==> src/f12cw_pkg.sv <==
package f12cw_pkg;

  localparam int DEF_TABLE_BYTES  = 512;
  localparam int DEF_SECTOR_BYTES = 512;

  localparam int IN_DATA_W  = 64;
  localparam int IN_USER_W  = 2;
  localparam int OUT_DATA_W = 32;
  localparam int OUT_USER_W = 3;
  localparam int POS_W      = 14;

  localparam logic [15:0] BASE_RESET = 16'd31;
  localparam logic [11:0] BAD_MARK   = 12'hFF7;
  localparam logic [11:0] END_MARK   = 12'hFF8;

  localparam logic [1:0] CMD_LOAD  = 2'd0;
  localparam logic [1:0] CMD_START = 2'd1;
  localparam logic [1:0] CMD_STEP  = 2'd2;

  localparam logic [2:0] ST_MORE   = 3'd0;
  localparam logic [2:0] ST_LAST   = 3'd1;
  localparam logic [2:0] ST_BAD    = 3'd2;
  localparam logic [2:0] ST_NOFILE = 3'd3;
  localparam logic [2:0] ST_READY  = 3'd4;
  localparam logic [2:0] ST_EMPTY  = 3'd5;
  localparam logic [2:0] ST_RANGE  = 3'd6;
  localparam logic [2:0] ST_IDLE   = 3'd7;

  typedef struct packed {
    logic [2:0]  status;
    logic [9:0]  count;
    logic [16:0] sector;
  } res_t;

endpackage

==> src/f12cw_rem.sv <==
module f12cw_rem #(
  parameter int SECTOR_BYTES = f12cw_pkg::DEF_SECTOR_BYTES
) (
  input  logic [31:0]                           dividend,
  output logic [$clog2(SECTOR_BYTES + 1)-1:0]   rest
);

  localparam int RW = $clog2(SECTOR_BYTES + 1);
  localparam int LW = $clog2(SECTOR_BYTES);

  logic [LW-1:0] low;

  assign low  = dividend[LW-1:0];
  assign rest = (low == '0) ? RW'(SECTOR_BYTES) : RW'(low);

endmodule

==> config.mk <==
export PLATFORM = sky130hd
export DESIGN_NAME = f12cw_rem
export DESIGN_NICKNAME = d
export VERILOG_FILES = /design/src/f12cw_pkg.sv /design/src/f12cw_rem.sv
export SDC_FILE = /design/constraint.sdc
export NUM_CORES = 1
export LEC_CHECK = 0
export CAP_MARGIN = 20
export CELL_PAD_IN_SITES_DETAIL_PLACEMENT = 0
export CELL_PAD_IN_SITES_GLOBAL_PLACEMENT = 1
export CORE_AREA = 5 5 42 44
export DETAILED_ROUTE_END_ITERATION = 8
export DIE_AREA = 0 0 47 49
export DONT_BUFFER_PORTS = 1
export PLACE_DENSITY_LB_ADDON = 0.1
export REMOVE_ABC_BUFFERS = 1
export SLEW_MARGIN = 25
export SYNTH_ARGS = -nofsm -noshare
export SYNTH_HDL_FRONTEND = slang
export SYNTH_SLANG_ARGS = --single-unit
==> constraint.sdc <==
create_clock -name vclk -period 0.9
set_clock_uncertainty 0.2 [all_clocks]
set_input_delay 0.045 -clock vclk [all_inputs]
set_output_delay 0.045 -clock vclk [all_outputs]
set_load 0.01 [all_outputs]
==> results of run 1 <==
-- cell type report --
| cell class | count | area [um2] | share of cell area [%] |
|---|---|---|---|
| Timing Repair Buffer | 10 | 100 | 63.0 |
| Tap cell | 16 | 20.0 | 12.6 |
| Multi-Input combinational cell | 3 | 38.8 | 24.4 |
-- power by group through the flow --
stage	Sequential [mW]	Combinational [mW]	Clock (mW)
final	0	0.0523	0
after global routing	0	0.0559	0
after CTS	0	0.0502	0
after detailed placement	0	0.00428	0
after global placement	0	0.00419	0
after floorplan	0	0.00391	0
-- worst max path at each step --
stage                    to         from  cells after the start  slack [ns]
finish              rest[9]  dividend[5]                      3       -0.28
CTS                 rest[9]  dividend[5]                      3       -0.30
floorplan           rest[9]  dividend[5]                      2       -0.22
global placement    rest[9]  dividend[5]                      3       -0.27
global route        rest[9]  dividend[5]                      3       -0.36
detailed placement  rest[9]  dividend[5]                      3       -0.30
-- cells in the mapped netlist --
cell type,n
nor4_2,1
or4_4,1
clkbuf_1,9
or3_1,1
-- per-layer routing --
| metal | wire length [um] | track usage, % | part of all wire [%] | vias up |
|---|---|---|---|---|
| li1 | - | - | - | 34 |
| met1 | 90 | 2.39 | 28 | 35 |
| met2 | 156 | 5.43 | 49 | 19 |
| met3 | 73 | 1.48 | 23 | 0 |
| met4 | 0 | 0 | 0 | 0 |
| met5 | 0 | 0 | 0 | - |
-- logic make-up (layout without fill, tap and decap cells) --
logic type / after synthesis / after routing / share of synthesized area, %
buffers and inverters: 9 / 10 / 52.9
AND/OR/NAND/NOR: 3 / 3 / 47.1
-- through the flow --
stage / setup WS, ns / cells
CTS: -0.304 / 29
detailed placement: -0.304 / 20
global placement: -0.272 / 20
finish: -0.278 / 29
floorplan: -0.220 / 3
global route: -0.358 / 29
-- what timing repair did --
action	in CTS	in global routing
setup endpoints to repair	1	2
hold endpoints to repair	9	0
hold buffers	9	0
resized for setup	0	2
gates cloned	0	0
==> flow_metrics.env, run 1 <==
export IMPL_worstPathMaxFanout=2
export IMPL_post_route_cell_area_um2=159
export IMPL_die_x_um=47
export IMPL_grt_overflow=0
export IMPL_fillCellCount=158
export IMPL_violations="negative setup slack"
export IMPL_total_power_mw=0.0523
export IMPL_path_class="input port to output port"
export IMPL_max_freq_ghz=0.849
export IMPL_synth_distinct_cells=4
export IMPL_hold_depth=2
export IMPL_worstPathRequired_ns=0.65
export IMPL_powerDensity_nw_per_um2=329
export IMPL_post_drt_wl_per_cell_um=11.0
export IMPL_initial_core_util_pct=4.55
export IMPL_grt_pass1_vias=142
export IMPL_setup_viol=1
export IMPL_place_area_um2=57.6
export IMPL_pwr_share_clk_pct=0
export IMPL_nClkBuffers=0
export IMPL_min_to="rest[9]"
export IMPL_netlist_area_leader_share_pct=52.9
export IMPL_holdWs_ns=0.0419
export IMPL_vias=88
export IMPL_path_buf_inv=1
export IMPL_hp_class="input port to output port"
export IMPL_synth_cells=12
export IMPL_synth_cell_area_um2=63.8
export IMPL_drc=0
export IMPL_pin_count=42
export IMPL_fin_ws_ns=-0.278
export IMPL_maxCapViolations=0
export IMPL_cts_setup_buffers=0
export IMPL_synth_top_area_cell="clkbuf_1"
export IMPL_timing_hold_violations_final=0
export IMPL_p_seq_share_pct=0
export IMPL_comb_power_share_pct=100.0
export IMPL_worst_slew_pin_transition_ns=0.177
export IMPL_maxSlewHeadroom_pct=88.1
export IMPL_hp_start="dividend[3]"
export IMPL_area_growth_syn_to_layout_pct=149
export IMPL_chipHeight_um=49
export IMPL_slowest_stage="or4_4"
export IMPL_gp_congestion=0.575
export IMPL_mostFrequentLayoutCell="dlygate4sd3_1"
export IMPL_rsz0062_at_grt="true"
export IMPL_fin_crit_sh_pct=131
export IMPL_worst_path_dominant_cell_family="simple AND/OR/NAND/NOR gates"
export IMPL_final_core_util_pct=11.3
export IMPL_p_leak_nw=0.0594
export IMPL_crit_path_end_kind="output port"
export IMPL_ir_drop_mv=0.0550
export IMPL_diodes=0
export IMPL_ff_latch_area_um2=0
export IMPL_yosys_warnings=0
export IMPL_switchingPower_mw=0.0217
export IMPL_nNetsFinal=47
export IMPL_synth_area_top_cells="clkbuf_1, nor4_2, or4_4"
export IMPL_setup_tns_ns=-0.278
export IMPL_routed_wl_um=320
export IMPL_drt_initial_drc_count=0
export IMPL_cpPeakStageDelay_ns=0.52
export IMPL_synth_avg_cell_area_um2=5.32
export IMPL_antenna_found_initial=0
export IMPL_status="complete, but fails checks"
export IMPL_dieArea_um2=2300
export IMPL_track_usage_pct=2.74
export IMPL_yosysSeqAreaShare_pct=0
export IMPL_grt_max_degree=3
export IMPL_switching_share_pct=41.4
export IMPL_drive_gt1_share_pct=23.1
export IMPL_n_sequential_cell=0
export IMPL_coreArea_um2=1400
export IMPL_worst_ep_arrival_time_ns=0.93
export IMPL_via_per_inst=3.03
export IMPL_start_kind="input port"
export IMPL_rows=14
export IMPL_ant_nets=0
export IMPL_firstDrtPassIters=1
export IMPL_p_int_mw=0.0307
export IMPL_path_cells="or4_4 -> nor4_4 -> buf_4"
export IMPL_grt_first_pass_wirelength_um=489
export IMPL_slew_viol_final=0
export IMPL_finalCriticalPeriod_ns=1.18
export IMPL_portBuffers=0
Note: power is estimated with default switching activity, not from simulation.
==> run 2: changes to the inputs <==
Settings changed: PLACE_DENSITY set to 0.33, PLACE_DENSITY_LB_ADDON 0.1 to unset.
Clock period 0.9 ns to 1 ns, I/O delays scaled along.
==> run 2 against run 1 <==
The flow still finishes with violations (negative setup slack). Final area fell by 7.1%. Via count fell by 2.3%. Die area did not move. Combinational power fell by 14%. Largest power group unchanged. Highest routed layer unchanged.
==> flow_metrics.env, run 2 (synthesis gave the netlist of run 1 again) <==
export IMPL_diodes=0
export IMPL_drc=0
export IMPL_track_usage_pct=2.74
export IMPL_setup_tns_ns=-0.178
export IMPL_worstPathMaxFanout=2
export IMPL_worst_ep_arrival_time_ns=0.93
export IMPL_status="complete, but fails checks"
export IMPL_rsz0062_at_grt="true"
export IMPL_p_leak_nw=0.0470
export IMPL_max_freq_ghz=0.849
export IMPL_grt_first_pass_wirelength_um=496
export IMPL_hp_class="input port to output port"
export IMPL_worstPathRequired_ns=0.75
export IMPL_violations="negative setup slack"
export IMPL_crit_path_end_kind="output port"
export IMPL_cts_resized=0
export IMPL_ir_drop_mv=0.0501
export IMPL_portBuffers=0
export IMPL_slowest_stage="or4_4"
export IMPL_fin_crit_sh_pct=118
export IMPL_total_power_mw=0.0449
export IMPL_coreArea_um2=1400
export IMPL_grt_pass1_vias=131
export IMPL_slew_viol_final=0
export IMPL_path_cells="or4_4 -> nor4_2 -> buf_4"
export IMPL_path_class="input port to output port"
export IMPL_antenna_found_initial=0
export IMPL_initial_core_util_pct=4.55
export IMPL_finalCriticalPeriod_ns=1.18
export IMPL_gp_congestion=0.529
export IMPL_mostFrequentLayoutCells="dlygate4sd3_1, or4_4, or3_1, nor4_2, buf_4"
export IMPL_setup_viol=1
export IMPL_vias=86
export IMPL_grt_overflow=0
export IMPL_drt_initial_drc_count=0
export IMPL_grt_max_degree=3
export IMPL_area_growth_syn_to_layout_pct=131
export IMPL_cts_setup_buffers=0
export IMPL_hold_depth=2
export IMPL_nClkBuffers=0
export IMPL_rows=14
export IMPL_mostFrequentLayoutCell="dlygate4sd3_1"
export IMPL_nNetsFinal=47
export IMPL_ff_latch_area_um2=0
export IMPL_maxSlewHeadroom_pct=87.8
export IMPL_start_kind="input port"
export IMPL_maxCapViolations=0
export IMPL_firstDrtPassIters=1
export IMPL_timing_hold_violations_final=0
export IMPL_chipHeight_um=49
export IMPL_drive_gt1_share_pct=23.1
export IMPL_powerDensity_nw_per_um2=304
export IMPL_n_sequential_cell=0
export IMPL_die_x_um=47
export IMPL_ant_nets=0
export IMPL_routed_wl_um=310
export IMPL_fin_ws_ns=-0.178
export IMPL_via_per_inst=2.97
export IMPL_pin_count=42
export IMPL_cpPeakStageDelay_ns=0.51
export IMPL_post_drt_wl_per_cell_um=10.7
export IMPL_worst_slew_pin_transition_ns=0.182
export IMPL_dieArea_um2=2300
==> run 2: changes by cell type in the layout (fill, tap and decap cells not counted) <==
cell            previous run  this run
nor4_4                     1         0
nor4_2                     0         1
dlygate4sd3_1              8         9
dlymetal6s4s_1             1         0
==> run 2: worst paths after layout <==
path,from,end
max,dividend[5],rest[9]
min,dividend[3],rest[9]
==> run 2: timing repair <==
action | CTS | global route
hold endpoints to repair | 9 | 0
hold buffers | 9 | 0
endpoints found under the setup margin | 1 | 1
==> run 2: critical path: cells and delay by family <==
kind | cells | cell delay [ns]
and+or+nand+nor | 2 | 0.72
buffers and inverters | 1 | 0.16
==> run 2: layer usage <==
layer | global-route usage (%) | part of all wire [%] | vias up
met2 | 4.75 | 41 | 19
met3 | 1.48 | 24 | 0
met1 | 3.04 | 35 | 33
li1 | - | - | 34
met4 | 0 | 0 | 0
met5 | 0 | 0 | -
==> run 2: through the flow <==
step / worst slack (ns) / util (%) / area [um2] / hold slack (ns) / std cells
final: -0.178 / 10.5 / 148 / 0.0526 / 29
after global placement: -0.184 / 4.11 / 57.6 / -0.0999 / 20
after detailed placement: -0.193 / 4.11 / 57.6 / -0.0999 / 20
after floorplan: -0.130 / - / 30.0 / -0.100 / 3
after CTS: -0.193 / 10.5 / 148 / 0.0577 / 29
after global routing: -0.215 / 10.5 / 148 / 0.0602 / 29
==> run 2: final cells by class <==
type / count / area, um2
fill: 162 / 1250
timing repair buffer: 10 / 97.6
multi-input combinational: 3 / 30.0
tap: 16 / 20.0
==> run 2: power breakdown <==
part | switching (mW) | internal [mW]
registers | 0 | 0
clock network | 0 | 0
logic | 0.0182 | 0.0266
==> run 3: changes to the inputs <==
Settings changed: MAX_ROUTING_LAYER set to met4.
==> run 3 against run 2 <==
The flow still finishes with violations (negative setup slack). Maximum frequency about the same. Power hardly changed. Setup slack hardly changed. Via count decreased by 1.2%. Largest power group unchanged.
==> flow_metrics.env, run 3 (synthesis gave the netlist of run 1 again) <==
export IMPL_wl_met1_um=122
export IMPL_ff_latch_area_um2=0
export IMPL_firstDrtPassIters=1
export IMPL_finalCriticalPeriod_ns=1.18
export IMPL_grt_overflow=0
export IMPL_grt_pass1_vias=133
export IMPL_setup_tns_ns=-0.178
export IMPL_grt_first_pass_wirelength_um=496
export IMPL_fin_ws_ns=-0.178
export IMPL_hp_class="input port to output port"
export IMPL_ir_drop_mv=0.0501
export IMPL_nNetsFinal=47
export IMPL_dieArea_um2=2300
export IMPL_vias=85
export IMPL_powerDensity_nw_per_um2=304
export IMPL_portBuffers=0
export IMPL_routed_wl_um=311
export IMPL_mostFrequentLayoutCells="dlygate4sd3_1, or4_4, or3_1, nor4_2, buf_4"
export IMPL_holdWs_ns=0.0526
export IMPL_hold_depth=2
export IMPL_dpl_worst_slack_ns=-0.193
export IMPL_worstPathRequired_ns=0.75
export IMPL_path_cells="or4_4 -> nor4_2 -> buf_4"
export IMPL_status="complete, but fails checks"
export IMPL_max_freq_ghz=0.849
export IMPL_drc=0
export IMPL_chipHeight_um=49
export IMPL_cts_setup_buffers=0
export IMPL_pin_count=42
export IMPL_track_usage_pct=2.81
export IMPL_worst_slew_pin_transition_ns=0.182
export IMPL_startpoint="dividend[5]"
export IMPL_initial_core_util_pct=4.55
export IMPL_rows=14
export IMPL_diodes=0
export IMPL_maxCapViolations=0
export IMPL_coreArea_um2=1400
export IMPL_worstPathMaxFanout=2
export IMPL_total_power_mw=0.0448
export IMPL_die_x_um=47
export IMPL_slowest_stage="or4_4"
export IMPL_area_growth_syn_to_layout_pct=131
export IMPL_nClkBuffers=0
export IMPL_cp_endpoint="rest[9]"
export IMPL_cpPeakStageDelay_ns=0.51
export IMPL_fin_crit_sh_pct=118
export IMPL_antenna_found_initial=0
export IMPL_crit_path_end_kind="output port"
export IMPL_via_per_inst=2.93
export IMPL_timing_hold_violations_final=0
export IMPL_gp_congestion=0.531
export IMPL_dr_wl_met2_um=127
export IMPL_p_seq_share_pct=0
export IMPL_n_sequential_cell=0
export IMPL_grt_max_degree=3
export IMPL_slew_viol_final=0
export IMPL_drt_initial_drc_count=0
export IMPL_switching_share_pct=40.6
export IMPL_pwr_share_clk_pct=0
export IMPL_fillCellCount=162
export IMPL_comb_power_share_pct=100.0
export IMPL_path_class="input port to output port"
export IMPL_maxSlewHeadroom_pct=87.8
export IMPL_switchingPower_mw=0.0182
export IMPL_drive_gt1_share_pct=23.1
export IMPL_post_drt_wl_per_cell_um=10.7
export IMPL_mostFrequentLayoutCell="dlygate4sd3_1"
export IMPL_start_kind="input port"
export IMPL_multi_input_comb_area_um2=30.0
export IMPL_ant_nets=0
export IMPL_p_int_mw=0.0266
export IMPL_violations="negative setup slack"
export IMPL_setup_viol=1
export IMPL_top_layer="met3"
export IMPL_wl_met3_um=61
export IMPL_rsz0062_at_grt="true"
export IMPL_p_leak_nw=0.0470
export IMPL_worst_ep_arrival_time_ns=0.93
==> run 3: cell counts in the layout (fill, tap and decap cells not counted) <==
No cell type changed its count.
==> run 3: power groups by stage <==
stage | Sequential (mW) | Combinational [mW] | Clock (mW)
floorplan | 0 | 0.00352 | 0
global placement | 0 | 0.00376 | 0
detailed placement | 0 | 0.00387 | 0
CTS | 0 | 0.0452 | 0
global route | 0 | 0.0479 | 0
finish | 0 | 0.0448 | 0
==> run 3: metal layers <==
layer / vias to the layer above / track usage (%)
li1: 34 / -
met1: 32 / 3.70
met2: 19 / 4.75
met3: 0 / 0.369
met4: 0 / 0
met5: - / -
==> run 3: worst min path at each step <==
| stage | from | endpoint |
|---|---|---|
| floorplan | dividend[0] | rest[0] |
| global placement | dividend[6] | rest[6] |
| detailed placement | dividend[4] | rest[4] |
| CTS | dividend[3] | rest[9] |
| global route | dividend[3] | rest[9] |
| finish | dividend[3] | rest[9] |
==> run 3: layout make-up <==
class                      instances  area share [%]
timing repair buffer              10            66.1
multi-input combinational          3            20.3
tap                               16            13.6
==> run 3: repair_timing <==
action,in CTS,in global routing
endpoints found under the hold margin,9,0
setup endpoints to repair,1,1
hold buffers,9,0
resized for setup,0,0
==> run 3: critical path: cells and delay by family <==
family	cells	cell delay, ns
AND/OR/NAND/NOR	2	0.72
buffers and inverters	1	0.16
==> run 3: per-stage QoR <==
| step | utilization [%] | instance area [um2] | instances |
|---|---|---|---|
| final | 10.5 | 148 | 29 |
| after global routing | 10.5 | 148 | 29 |
| after CTS | 10.5 | 148 | 29 |
| after detailed placement | 4.11 | 57.6 | 20 |
| after global placement | 4.11 | 57.6 | 20 |
| after floorplan | - | 30.0 | 3 |
